==> src/rtl/core/pacc_pkg.sv <==
`timescale 1ns / 1ps

package pacc_pkg;

    localparam int CORDIC_STEPS = 24;
    localparam int StepW = 5;

    localparam logic signed [31:0] ONE_Q30 = 32'sd1073741824;
    localparam logic signed [33:0] PI_Q29 = 34'sd1686629713;
    localparam logic signed [33:0] HALF_PI_Q29 = 34'sd843314857;

    typedef struct packed {
        logic signed [31:0] rot_00;
        logic signed [31:0] rot_01;
        logic signed [31:0] rot_02;
        logic signed [31:0] rot_10;
        logic signed [31:0] rot_11;
        logic signed [31:0] rot_12;
        logic signed [31:0] rot_20;
        logic signed [31:0] rot_21;
        logic signed [31:0] rot_22;
        logic signed [31:0] move_x;
        logic signed [31:0] move_y;
        logic signed [31:0] move_z;
    } pose_in_t;

    typedef struct packed {
        logic signed [31:0] pos_x;
        logic signed [31:0] pos_y;
        logic signed [31:0] pos_z;
        logic signed [31:0] heading;
    } pose_out_t;

    typedef enum logic [2:0] {
        ST_IDLE,
        ST_MAC,
        ST_CORDIC,
        ST_DONE
    } pacc_state_t;

    // control from the sequencer to the multiply-accumulate unit
    typedef struct packed {
        logic clear;
        logic mac;
    } mac_ctrl_t;

    function automatic logic signed [31:0] atan_q29(input logic [StepW-1:0] i);
        logic signed [31:0] v;
        unique case (i)
            5'd0: v = 32'sd421657428;
            5'd1: v = 32'sd248918915;
            5'd2: v = 32'sd131521918;
            5'd3: v = 32'sd66762579;
            5'd4: v = 32'sd33510844;
            5'd5: v = 32'sd16771758;
            5'd6: v = 32'sd8387925;
            5'd7: v = 32'sd4194218;
            5'd8: v = 32'sd2097141;
            5'd9: v = 32'sd1048575;
            5'd30: v = 32'sd0;
            5'd31: v = 32'sd0;
            default: v = 32'sd1 <<< (5'd29 - i);
        endcase
        return v;
    endfunction

    function automatic logic signed [31:0] sat32(input logic signed [35:0] v);
        logic signed [31:0] r;
        if (v > 36'sh0_7FFF_FFFF)
            r = 32'sh7FFF_FFFF;
        else if (v < -36'sh0_8000_0000)
            r = 32'sh8000_0000;
        else
            r = v[31:0];
        return r;
    endfunction

endpackage

==> src/rtl/core/pacc_mac.sv <==
`timescale 1ns / 1ps

module pacc_mac (
    input  logic                clk,
    input  logic                rst_n,
    input  pacc_pkg::mac_ctrl_t ctrl,
    input  logic signed [31:0]  a,
    input  logic signed [31:0]  b,
    input  logic signed [31:0]  init,
    output logic signed [35:0]  acc
);
    import pacc_pkg::*;

    logic signed [63:0] prod_reg;
    logic               prod_vld_reg;
    logic signed [35:0] acc_reg;
    logic signed [63:0] rnd;

    assign rnd = prod_reg + 64'sd536870912;
    assign acc = acc_reg;

    always_ff @(posedge clk)
    begin
        prod_reg <= a * b;
    end

    always_ff @(posedge clk or negedge rst_n)
    begin
        if (!rst_n)
        begin
            prod_vld_reg <= 1'b0;
            acc_reg      <= '0;
        end
        else
        begin
            prod_vld_reg <= ctrl.mac;
            if (ctrl.clear)
                acc_reg <= {{4{init[31]}}, init};
            else if (prod_vld_reg)
                acc_reg <= acc_reg + 36'(rnd >>> 30);
        end
    end

endmodule

==> config.mk <==
export PLATFORM = sky130hd
export DESIGN_NAME = pacc_mac
export DESIGN_NICKNAME = d
export VERILOG_FILES = /design/src/rtl/core/pacc_pkg.sv /design/src/rtl/core/pacc_mac.sv
export SDC_FILE = /design/constraint.sdc
export NUM_CORES = 2
export LEC_CHECK = 0
export ABC_AREA = 1
export BUFFER_PORTS_ARGS = -buffer_cell sky130_fd_sc_hd__buf_2
export CAP_MARGIN = 20
export CORE_ASPECT_RATIO = 1.1
export CORE_MARGIN = 2
export CORE_UTILIZATION = 54
export CTS_CLUSTER_DIAMETER = 100
export DETAILED_ROUTE_END_ITERATION = 12
export GPL_ROUTABILITY_DRIVEN = 0
export GPL_TIMING_DRIVEN = 1
export PLACE_DENSITY = 0.73
export SYNTH_ARGS = -nofsm -noshare
export SYNTH_HDL_FRONTEND = slang
export SYNTH_SLANG_ARGS = --single-unit
==> constraint.sdc <==
create_clock -name clk -period 3.3 [get_ports clk]
set_input_delay 0 -clock clk [delete_from_list [all_inputs] [get_ports clk]]
set_output_delay 0 -clock clk [all_outputs]
set_load 0.005 [all_outputs]
After elaboration in Yosys (flattened, before gate mapping)
Cells that the tools add are included.
- multiply operators: 1
- add/sub/neg operators: 2
- reduce and logical (&&, ||, !) cells: 1
- muxes and demuxes: 2
- operator list (operator ; number):
    36-bit 2-to-1 mux ; 2
    64-bit by 31-bit adder with 64-bit output (second input constant) ; 1
    32-bit by 32-bit multiplier with 64-bit output ; 1
    36-bit by 34-bit adder with 36-bit output ; 1
    2-bit nonzero test ; 1
- input bits: 100
- flip-flop bits (word level): 101

Logic depth before layout (Yosys ltp)
- word-level depth: 4
- depth in mapped cells: 32

Least setup slack after synthesis
No wires, ideal clock.
- kind: in2reg
- from: in a[31]
- to: reg prod_reg[52]
- data required time: 3.188 ns
- library setup time: 0.112 ns
- arrival: 6.502 ns
- slack: -3.314 ns
- path buffers: 1
- stages on the path: 28
- cells stage by stage: clkbuf_1 nand2_1 inv_1 fa_1 inv_1 fa_1 inv_1 fa_1 fa_1 inv_1 fa_1 inv_1 fa_1 inv_1 fa_1 inv_1 fa_1 ha_1 nand2_1 nor2_1 inv_1 nor2_1 inv_1 nor2_1 and3_1 nand2_1 nand3_1 nand2_1
- cells in the longest elaborated chain, start to end: 1
- RTL lines (what ; line ; text):
    start: declaration ; pacc_mac.sv:7 ; input logic signed [31:0] a,
    32-bit by 32-bit multiplier with 64-bit output ; pacc_mac.sv:24 ; prod_reg <= a * b;
    end signal: assignment ; pacc_mac.sv:24 ;
    end: declaration ; pacc_mac.sv:14 ; logic signed [63:0] prod_reg;
No other way between the ends.
A chain may end at the register's enable or synchronous reset.

Worst setup path in the final report
- from: in a[31]
- to: reg prod_reg[61]
The elaborated chain is that of the path after synthesis.

==> run summary <==
TritonCTS clock tree: done
Avg Cell Area, Syn: 7.59 um^2
Routed len/inst: 18.6 um
Fmax: 161 MHz
Max-cap violations: 0
HPWL after DPL: 108 mm
Synthesized netlist cell count: 5748
Worst Path Max Fanout: 12
CP Capture Type: flip-flop
DR pass1 iterations: 6
Die height: 302 um
Non-Filler Instances: 7303
Worst EP required: 3.55 ns
Core area: 0.0802 mm^2
Port Buffers: 135
Most used DFF post-synth: dfrtp_1
Mapped Area: 0.0437 mm^2
Final WS setup: -2.90 ns
Io pins: 136
Status: finished with violations
Most frequent cell after synthesis: inv_1
Yosys top cell area share: 0.496
Most common library cells after synthesis: inv_1 (1760), nand2_1 (1622), fa_1 (1082)
Register area share after synthesis: 0.0373
Via count: 39100
Netlist cell types: 42
Starting Density: 0.544
YS warnings: 0
Crit path DAT: 6.45 ns
DR iter-0 viols: 3416
Placed Instances: 7161
Max_slew headroom: 0.408
Clk_lat worst skew: 0.36 ns
Number of H-tree levels: 3
First-pass GRT wire length: 213 mm
DRC: 0
Worst hold path class: in2reg
TritonCTS Sinks: 72
Leading area contributor after synthesis: fa_1
Grt total ovfl: 0
Syn Nets: 7146
Pin count of the biggest net entering global routing: 38
Final setup TNS: -93.58 ns
Final ANT Viol Nets: 0
Placement Setup Slack: -3.32 ns
Dominant cells by area after synthesis: fa_1 (50%), inv_1 (15%), nand2_1 (14%), ha_1 (6.2%), dfrtp_1 (2.1%)
Worst-path clk slew: 0.07 ns
Number of flip-flops in the largest register: 36
Failing checks: negative setup slack
Vias/cell: 5.35
Slew of the pin with the lowest slew margin: 0.889 ns
Asr flop ratio synth: 0.514
Startpoint Class: input pin
Tot GR Track Use: 0.327
Crit path time final: 6.20 ns
Vias in the first global route: 41400
Post-synthesis sequential element count: 72
Root Driver: clkbuf_16
RSZ-0062 raised after global routing: yes
Initial antenna violation count: 1
Filler cells: 6005
Final setup viols: 35
Final hold viol count: 0
Clock Path Buffers: 2
Cts bufs inserted: 9
Die W: 275 um
Final Cycle Share: 1.88
# rows: 109
Setup CP Type: in2reg
Final Max Slew Viols: 0
Total Wirelength: 136 mm
Final nets: 7640
Worst hold slack: 0.0567 ns
Number of synthesized flops with an enable pin: 0
Skew final: 0.0153 ns
Layout area overhead: 24.3%
Die area: 0.0831 mm^2
Share of cells above drive strength 1: 0.215
worst max-delay path, cell delays in order:
cell and delay, ns:
buf_12 0.11, buf_12 0.14, nand2_4 0.07, inv_4 0.04
fa_2 0.49, fa_1 0.57, fa_2 0.48, buf_4 0.16
fa_2 0.57, clkinvlp_4 0.11, buf_12 0.15, buf_4 0.13
fa_1 0.45, fa_1 0.40, inv_1 0.09, fa_1 0.43
fa_1 0.55, ha_4 0.25, a21oi_2 0.27, inv_1 0.13
nor2_2 0.20, o21ai_1 0.15, nand2_1 0.09, nand2_1 0.07
a21oi_2 0.14, nand2_1 0.07, nand2_1 0.06, nand2_1 0.04
repair_timing:
action / CTS / global route
cloned: 11 / 4
resized for setup: 475 / 377
setup endpoints to repair: 36 / 50
setup buffers: 50 / 34
pin swaps: 251 / 254
hold endpoints to repair: 69 / 0
hold buffers: 33 / 0
cells in the final DEF (no fill, tap or decap), types with 60 or more instances in the layout:
cell type,n
buf_4,380
fa_1,999
nor2_1,143
nor2_4,68
inv_1,1653
nand3_1,101
nand2_2,91
inv_2,105
a21oi_1,64
buf_12,88
ha_1,160
nand2_1,1481
buf_2,94
fa_2,83
buf_6,60
per-layer routing:
layer,vias to the layer above,global-route usage,share of wire
met3,587,0.0451,0.084
met2,2034,0.570,0.49
met5,-,0,0.000074
met4,2,0.148,0.060
met1,19400,0.404,0.36
li1,17100,-,-
area by class of cell:
| type | count | area [um^2] | share of cell area |
|---|---|---|---|
| antenna | 2 | 5.00 | 0.0000922 |
| timing repair buffer | 685 | 6710 | 0.124 |
| multi-input combinational | 3705 | 37600 | 0.693 |
| clock inverter | 7 | 93.8 | 0.00173 |
| inverter | 1769 | 6670 | 0.123 |
| sequential | 72 | 1640 | 0.0303 |
| tap | 1054 | 1320 | 0.0243 |
| clock buffer | 9 | 225 | 0.00415 |
through the flow:
stage	cell area (um^2)	utilization
6_report	54300	0.677
5_1_grt	54300	0.677
4_1_cts	52700	0.657
3_5_place_dp	49700	0.620
3_3_place_gp	49700	0.620
2_1_floorplan	44800	-
kinds of logic (layout without fill, tap and decap cells):
logic type      after synthesis  count (layout)  synth area share
compound gates              266             266            0.0337
xor+xnor                     59              59            0.0118
fa+ha+maj                  1298            1298             0.558
buf+inv                    1971            2470             0.169
flops                        72              72            0.0373
other cells                   0               2                 0
simple gates               2082            2082             0.190
final timing paths:
| check | startpoint | endpoint | slack (ns) | depth (start not counted) |
|---|---|---|---|---|
| min in group asynchronous | rst_n | acc[30] | 0.31 | 2 |
| max reg2reg | prod_reg[29] | acc[21] | 0.17 | 17 |
| min | init[31] | acc[32] | 0.06 | 5 |
| max in group asynchronous | rst_n | acc[19] | 2.43 | 2 |
| max | a[31] | prod_reg[61] | -2.90 | 28 |
| min reg2reg | acc[32] | acc[32] | 0.53 | 2 |
Power is not shown: default switching activity piles up to over one toggle a cycle in this logic, so the estimate is an artifact.
