==> src/rtl/core/pacc_pkg.sv <==
`timescale 1ns / 1ps

package pacc_pkg;

    localparam int CORDIC_STEPS = 24;
    localparam int StepW = 5;

    localparam logic signed [31:0] ONE_Q30 = 32'sd1073741824;
    localparam logic signed [33:0] PI_Q29 = 34'sd1686629713;
    localparam logic signed [33:0] HALF_PI_Q29 = 34'sd843314857;

    typedef struct packed {
        logic signed [31:0] rot_00;
        logic signed [31:0] rot_01;
        logic signed [31:0] rot_02;
        logic signed [31:0] rot_10;
        logic signed [31:0] rot_11;
        logic signed [31:0] rot_12;
        logic signed [31:0] rot_20;
        logic signed [31:0] rot_21;
        logic signed [31:0] rot_22;
        logic signed [31:0] move_x;
        logic signed [31:0] move_y;
        logic signed [31:0] move_z;
    } pose_in_t;

    typedef struct packed {
        logic signed [31:0] pos_x;
        logic signed [31:0] pos_y;
        logic signed [31:0] pos_z;
        logic signed [31:0] heading;
    } pose_out_t;

    typedef enum logic [2:0] {
        ST_IDLE,
        ST_MAC,
        ST_CORDIC,
        ST_DONE
    } pacc_state_t;

    // control from the sequencer to the multiply-accumulate unit
    typedef struct packed {
        logic clear;
        logic mac;
    } mac_ctrl_t;

    function automatic logic signed [31:0] atan_q29(input logic [StepW-1:0] i);
        logic signed [31:0] v;
        unique case (i)
            5'd0: v = 32'sd421657428;
            5'd1: v = 32'sd248918915;
            5'd2: v = 32'sd131521918;
            5'd3: v = 32'sd66762579;
            5'd4: v = 32'sd33510844;
            5'd5: v = 32'sd16771758;
            5'd6: v = 32'sd8387925;
            5'd7: v = 32'sd4194218;
            5'd8: v = 32'sd2097141;
            5'd9: v = 32'sd1048575;
            5'd30: v = 32'sd0;
            5'd31: v = 32'sd0;
            default: v = 32'sd1 <<< (5'd29 - i);
        endcase
        return v;
    endfunction

    function automatic logic signed [31:0] sat32(input logic signed [35:0] v);
        logic signed [31:0] r;
        if (v > 36'sh0_7FFF_FFFF)
            r = 32'sh7FFF_FFFF;
        else if (v < -36'sh0_8000_0000)
            r = 32'sh8000_0000;
        else
            r = v[31:0];
        return r;
    endfunction

endpackage

==> src/rtl/core/pacc_cordic.sv <==
`timescale 1ns / 1ps

module pacc_cordic (
    input  logic               clk,
    input  logic               rst_n,
    input  logic               start,
    input  logic signed [31:0] fwd_x,
    input  logic signed [31:0] fwd_z,
    output logic               done,
    output logic signed [31:0] angle
);
    import pacc_pkg::*;

    logic signed [34:0] x_reg, y_reg;
    logic signed [33:0] z_reg;
    logic [StepW:0]     step_reg;
    logic               busy_reg;
    logic signed [34:0] xs, ys;
    logic [StepW-1:0]   si;

    assign si = step_reg[StepW-1:0];
    assign xs = x_reg >>> si;
    assign ys = y_reg >>> si;
    assign done = busy_reg && (step_reg == (StepW+1)'(CORDIC_STEPS));

    always_comb
    begin
        if (z_reg > PI_Q29)
            angle = PI_Q29[31:0];
        else if (z_reg < -PI_Q29)
            angle = 32'(-PI_Q29);
        else
            angle = z_reg[31:0];
    end

    always_ff @(posedge clk or negedge rst_n)
    begin
        if (!rst_n)
        begin
            busy_reg <= 1'b0;
            step_reg <= '0;
            x_reg    <= '0;
            y_reg    <= '0;
            z_reg    <= '0;
        end
        else if (start)
        begin
            busy_reg <= 1'b1;
            step_reg <= '0;
            z_reg    <= '0;
            if (fwd_z == 0 && fwd_x == 0)
            begin
                // zero vector: skip iterations, angle stays zero
                step_reg <= (StepW+1)'(CORDIC_STEPS);
                x_reg    <= '0;
                y_reg    <= '0;
            end
            else if (fwd_z < 0)
            begin
                if (fwd_x >= 0)
                begin
                    x_reg <= 35'(fwd_x);
                    y_reg <= -35'(fwd_z);
                    z_reg <= HALF_PI_Q29;
                end
                else
                begin
                    x_reg <= -35'(fwd_x);
                    y_reg <= 35'(fwd_z);
                    z_reg <= -HALF_PI_Q29;
                end
            end
            else
            begin
                x_reg <= 35'(fwd_z);
                y_reg <= 35'(fwd_x);
            end
        end
        else if (done)
            busy_reg <= 1'b0;
        else if (busy_reg)
        begin
            step_reg <= step_reg + 1'b1;
            if (y_reg >= 0)
            begin
                x_reg <= x_reg + ys;
                y_reg <= y_reg - xs;
                z_reg <= z_reg + 34'(atan_q29(si));
            end
            else
            begin
                x_reg <= x_reg - ys;
                y_reg <= y_reg + xs;
                z_reg <= z_reg - 34'(atan_q29(si));
            end
        end
    end

    a_step_bound: assert property (@(posedge clk) disable iff (!rst_n)
        step_reg <= (StepW+1)'(CORDIC_STEPS))
        else $error("cordic step past limit");
    a_start_idle: assert property (@(posedge clk) disable iff (!rst_n)
        start |-> !busy_reg)
        else $error("cordic restarted while busy");
    a_done_ends: assert property (@(posedge clk) disable iff (!rst_n)
        done && !start |=> !busy_reg)
        else $error("cordic busy after done");

endmodule

==> config.mk <==
export PLATFORM = sky130hd
export DESIGN_NAME = pacc_cordic
export DESIGN_NICKNAME = d
export VERILOG_FILES = /design/src/rtl/core/pacc_pkg.sv /design/src/rtl/core/pacc_cordic.sv
export SDC_FILE = /design/constraint.sdc
export NUM_CORES = 1
export LEC_CHECK = 0
export BUFFER_PORTS_ARGS = -buffer_cell sky130_fd_sc_hd__buf_2
export CAP_MARGIN = 20
export CELL_PAD_IN_SITES_DETAIL_PLACEMENT = 2
export CELL_PAD_IN_SITES_GLOBAL_PLACEMENT = 2
export CORE_UTILIZATION = 28
export CTS_BUF_LIST = sky130_fd_sc_hd__clkbuf_8
export CTS_CLUSTER_SIZE = 28
export DETAILED_ROUTE_END_ITERATION = 16
export HOLD_SLACK_MARGIN = 0.02
export PLACE_DENSITY = 0.63
export SLEW_MARGIN = 20
export SYNTH_ARGS = -nofsm -noshare
export SYNTH_HDL_FRONTEND = slang
export SYNTH_SLANG_ARGS = --single-unit
==> constraint.sdc <==
create_clock -name clk -period 9.3 [get_ports clk]
set_clock_uncertainty 0.05 [all_clocks]
set_input_delay 1.395 -clock clk [delete_from_list [all_inputs] [get_ports clk]]
set_output_delay 1.395 -clock clk [all_outputs]
set_load 0.05 [all_outputs]
Word-level counts from Yosys, hierarchy flattened
Index checks and enable logic that the tools add are counted.

Reductions and logical operators: 9. Add/sub/neg operators: 10. Eq/ne operators: 13. Multiplexer cells: 38. Magnitude comparators: 5. Shift operators: 3.

Operators with widths (number): $mux 35 (14); $pmux 32 s11 (1); $mux 32 (10); $mux 34 (7); $add 35x35->35 (2); $neg 32->35 (2); $sshr 35x5->35 (2); $sub 35x35->35 (2); $logic_not 32->1 (2); $ge 35x1->1 const B (1); $add 34x32->34 (1); $gt 34x32->1 const B (1); $lt 34x32->1 const B (1); $sub 34x32->34 (1); $ge 32x1->1 const B (1); $lt 32x1->1 const B (1); $sshl 2x5->32 const A (1); $eq 5x3->1 const B (4); $mux 6 (3); $eq 5x2->1 const B (2); $eq 5x4->1 const B (2); $eq 5x5->1 const B (2); $add 6x1->6 const B (1); $eq 6x5->1 const B (1); 10 further kinds (13).

Register bits after elaboration: 111. Input port bits: 67. Output and inout bits: 33.

Depth between registers and ports, before layout
Word-level depth: 12. Mapped depth: 34.

Worst setup path after synthesis
No wires, ideal clock.

Path kind: reg2reg. From: reg step_reg[1]. To: reg z_reg[33]. Clock period less this slack: 6.921 ns. Cell stages (with the launch flop): 32. Required time: 9.162 ns. Setup slack: 2.379 ns. Setup time: 0.088 ns. Data arrival time: 6.783 ns. Cells stage by stage: dfrtp_1 -> buf_2 -> inv_2 -> buf_1 -> clkbuf_1 -> buf_1 -> ha_1 -> clkbuf_1 -> nor4_1 -> o32ai_2 -> a2111oi_0 -> o21ai_0 -> nand2_1 -> inv_1 -> ha_1 -> inv_1 -> a211oi_1 -> nand4_1 -> or2_2 -> nand2b_1 -> or4_1 -> o21a_1 -> a31oi_1 -> ha_1 -> nand4_1 -> nor2_1 -> a31oi_1 -> o21ai_0 -> o41ai_1 -> o21ai_0 -> nand3_1 -> nor3b_1.

Longest elaborated chain between the ends: 12. Elaborated cells on any way between the ends: 34. Those cells by class: add/sub: 3; eq/ne: 13; shift: 1; mux: 13; reduce/logical: 4.

RTL lines: from (decl) (line pacc_cordic.sv:16) `logic [StepW:0] step_reg;`; from (signal assigned) (line pacc_cordic.sv:54) `step_reg <= (StepW+1)'(CORDIC_STEPS);`; from (signal assigned) (line pacc_cordic.sv:83) `step_reg <= step_reg + 1'b1;`; $sub 5x5->5 / $eq 5x5->1 (equally long branches) (line pacc_pkg.sv:62, pacc_pkg.sv:49); $sshl 2x5->32 / $reduce_or 2->1 (equally long branches); $pmux 32 s11 (line pacc_pkg.sv:49) `unique case (i)`; $mux 32 (line pacc_cordic.sv:84) `if (y_reg >= 0)`; $mux 32 (line pacc_cordic.sv:81) `else if (busy_reg)`; $mux 32 (line pacc_cordic.sv:79) `else if (done)`; $mux 32 (line pacc_cordic.sv:46) `else if (start)`; $sub 34x32->34 / $add 34x32->34 (equally long branches) (line pacc_cordic.sv:94, pacc_cordic.sv:88); $mux 34 (line pacc_cordic.sv:84); $mux 34 (line pacc_cordic.sv:81); $mux 34 (line pacc_cordic.sv:79); $mux 34 (line pacc_cordic.sv:46); to (signal assigned) (line pacc_cordic.sv:70) `z_reg <= -HALF_PI_Q29;`; to (signal assigned) (line pacc_cordic.sv:88) `z_reg <= z_reg + 34'(atan_q29(si));`; to (signal assigned) (line pacc_cordic.sv:94) `z_reg <= z_reg - 34'(atan_q29(si));`; to (decl) (line pacc_cordic.sv:15) `logic signed [33:0] z_reg;`.

Several ways; a longest one is shown, not always the timed one. The select of a mux whose other input is x is not followed. A chain may end at the register's enable or synchronous reset.

Worst setup path after layout
From: reg step_reg[0]. To: reg x_reg[31].

Longest elaborated chain between the ends: 6. Elaborated cells on any way between the ends: 11. Those cells by class: add/sub: 2; eq/ne: 2; shift: 1; mux: 4; reduce/logical: 2.

RTL lines: $sshr 35x5->35 (line pacc_cordic.sv:23) `assign ys = y_reg >>> si;`; $sub 35x35->35 / $add 35x35->35 (equally long branches) (line pacc_cordic.sv:92, pacc_cordic.sv:86); $mux 35 (line pacc_cordic.sv:84); $mux 35 (line pacc_cordic.sv:81); $mux 35 (line pacc_cordic.sv:79); $mux 35 (line pacc_cordic.sv:46); to (signal assigned) (line pacc_cordic.sv:75) `x_reg <= 35'(fwd_z);`; to (signal assigned) (line pacc_cordic.sv:86) `x_reg <= x_reg + ys;`; to (signal assigned) (line pacc_cordic.sv:92) `x_reg <= x_reg - ys;`; to (decl) (line pacc_cordic.sv:14) `logic signed [34:0] x_reg, y_reg;`.

Several ways; a longest one is shown, not always the timed one. The select of a mux whose other input is x is not followed.

==> qor.yml <==
syn2layout_area_growth_pct: 7.78
dr.first_iter.drc_count: 1499
overflow: 0
synthMuxAreaShare_pct: 15.3
path_clk_slew_ps: 180
synth_simple_gate_area_share_pct: 18.7
slowest_stage: "dfrtp_4"
rsz0062_at_grt: "false"
grt_max_degree: 81
synth_area_mm2: 0.0199
synth.area.top_cells: "dfrtp_1, mux4_2, ha_1"
grt_pass1_wl_um: 150000
seq_area_frac_synth_pct: 13.9
synth_area_per_cell_um2: 7.80
synth-async-reset-ratio_pct: 100
dr.pass1.iters: 7
cp.arrival_ps: 8160
synth_top_family_by_area: "compound AO/OA/AOI/OAI gates"
avgRoutedWirePerCell_um: 28.5
hp-class: "reg -> reg"
antenna_found_initial: 5
hold_buffers: 0
clock_path_buffers: 2
fmax_mhz: 129
yosysTopAreaCell: "dfrtp_1"
cts_resized: 0
max_stage_delay_ps: 890
worstPathRequired_ps: 9720
min_period_ps: 7740
num_io_pins: 100
row_count: 97
nets: 2719
slew_headroom_pct: 21.8
grt_pass1_vias: 22800
fp.dieW_um: 269
die_h_um: 269
clkLatencyLatePin_ps: 530
dp_hpwl_um: 77000
die_area_mm2: 0.0723
worst_slew_pin_slew_ps: 1160
fin_crit_sh_pct: 83.2
cts_made_buffers: 9
grt.total_usage_pct: 27.5
hold_viol_final: 0
drive_above_1_share_pct: 13.1
initial_core_util_pct: 28.4
crit_path_cell_trace: "buf_4 > mux4_2 > mux2_2 > mux2_2 > a21oi_1 > nand4_1 > or2_2 > o41ai_1 > xor2_1 > ha_1 > a21o_1 > a211oi_1 > nor2_1 > o21ai_0 > o211ai_1 > o21ai_0 > a21oi_1 > o41a_1 > or4b_2 > nand3_1"
antenna_left: 0
ys_warn_count: 0
synth_seq_cells: 111
wirelength_um: 99100
crit_type: "reg -> reg"
syn_nets: 2740
start_kind: "flop"
slew_violations: 0
cts_tree: "built"
synth_top_area_share_pct: 13.9
h-tree-depth: 3
vias: 21500
viasPerCell: 6.18
synthAdderAreaFrac_pct: 7.46
clock-sinks: 111
crit_family: "compound AO/OA/AOI/OAI gates"
cp.buffers_inverters: 1
setup-violations-final: 0
cts_root_buf: "clkbuf_8"
synthCells: 2556
cts_setup_buffers: 0
synth_edf_count: 0
place.gp.congestion: 0.972
final.setup.tns_ps: 0
cp_max_fo: 45
drc_errors: 0
synth_ff_type: "dfrtp_1"
run_status: "completed"
synth-xor-area-share_pct: 9.80
port_buffers: 99
maxCapViolations: 0
fp.coreArea_mm2: 0.0703
synth_compound_area_share_pct: 30.0
endpoint_kind: "flop"
synth_cell_types: 95
-- cells by family (layout without fill, tap and decap cells) --
| logic type | after synthesis | in the layout |
|---|---|---|
| fa+ha+maj | 117 | 117 |
| compound gates | 905 | 905 |
| simple gates | 774 | 774 |
| buf+inv | 234 | 218 |
| other cells | 0 | 1 |
| mux | 192 | 192 |
| flops | 111 | 111 |
| xor+xnor | 223 | 223 |
-- stage by stage --
| stage | util (%) | std cells | hold WS (ps) | instance area [um^2] | worst slack (ps) |
|---|---|---|---|---|---|
| floorplan | - | 2556 | 470 | 19900 | 2380 |
| global placement | 30.3 | 3464 | 538 | 21300 | 1560 |
| detailed placement | 30.3 | 3464 | 556 | 21300 | 1560 |
| CTS | 30.6 | 3480 | 587 | 21500 | 1570 |
| global route | 30.6 | 3481 | 620 | 21500 | 951 |
| finish | 30.6 | 3481 | 586 | 21500 | 1560 |
-- per-layer routing --
metal  GRT usage [%]  wire [um]  up-vias
met2            47.9      48500      661
met5               0         11        -
met1            34.1      41800    11000
li1                -          -     9622
met4            12.6       4880        2
met3            2.76       4010      181
-- cell usage in the layout (no fill, tap or decap), types with 19 or more instances in the layout --
| cell | n |
|---|---|
| mux2_2 | 31 |
| ha_1 | 114 |
| o22ai_1 | 28 |
| mux4_2 | 87 |
| o31ai_1 | 34 |
| mux2i_1 | 74 |
| nand2b_1 | 32 |
| inv_1 | 53 |
| a21oi_1 | 202 |
| o22a_1 | 48 |
| xnor2_1 | 113 |
| nand3_1 | 59 |
| nand4_1 | 19 |
| and2_1 | 20 |
| buf_4 | 47 |
| dfrtp_1 | 105 |
| o21ai_0 | 202 |
| nor3_1 | 56 |
| nand2_1 | 229 |
| o21a_1 | 55 |
| xor2_1 | 110 |
| or3_1 | 22 |
| a31oi_1 | 32 |
| nor2_1 | 221 |
| a21o_1 | 51 |
| buf_2 | 96 |
| a211oi_1 | 81 |
-- Yosys cell counts, drive strengths merged, types with 22 or more instances --
cell type,number
o21ai,206
a21o,51
clkbuf,112
ha,114
xor2,110
buf,63
o22ai,28
a21oi,203
xnor2,113
mux4,87
a211oi,83
nand2b,32
mux2i,74
inv,57
nand2,229
nor2,223
dfrtp,111
nor3,57
o31ai,36
or3,22
a31oi,32
o22a,48
mux2,31
o21a,55
nand3,60
-- worst paths after layout --
| check | to | startpoint | slack [ps] | depth (start not counted) |
|---|---|---|---|---|
| worst min register to register | z_reg[16] | z_reg[16] | 590 | 1 |
| max in group asynchronous | z_reg[14] | rst_n | 6720 | 3 |
| worst max register to register | x_reg[31] | step_reg[0] | 1560 | 20 |
| min in group asynchronous | y_reg[31] | rst_n | 720 | 1 |
| worst max-delay path | x_reg[31] | step_reg[0] | 1560 | 20 |
| worst min-delay path | z_reg[16] | z_reg[16] | 590 | 1 |
-- cell type report --
| cell class | instances | area (um^2) |
|---|---|---|
| Sequential cell | 111 | 2790 |
| Fill cell | 8147 | 48800 |
| Antenna cell | 1 | 2.50 |
| Tap cell | 940 | 1180 |
| Clock inverter | 6 | 58.8 |
| Clock buffer | 10 | 138 |
| Inverter | 59 | 223 |
| Timing Repair Buffer | 143 | 833 |
| Multi-Input combinational cell | 2211 | 16300 |
Power is not shown: default switching activity piles up to over one toggle a cycle in this logic, so the estimate is an artifact.
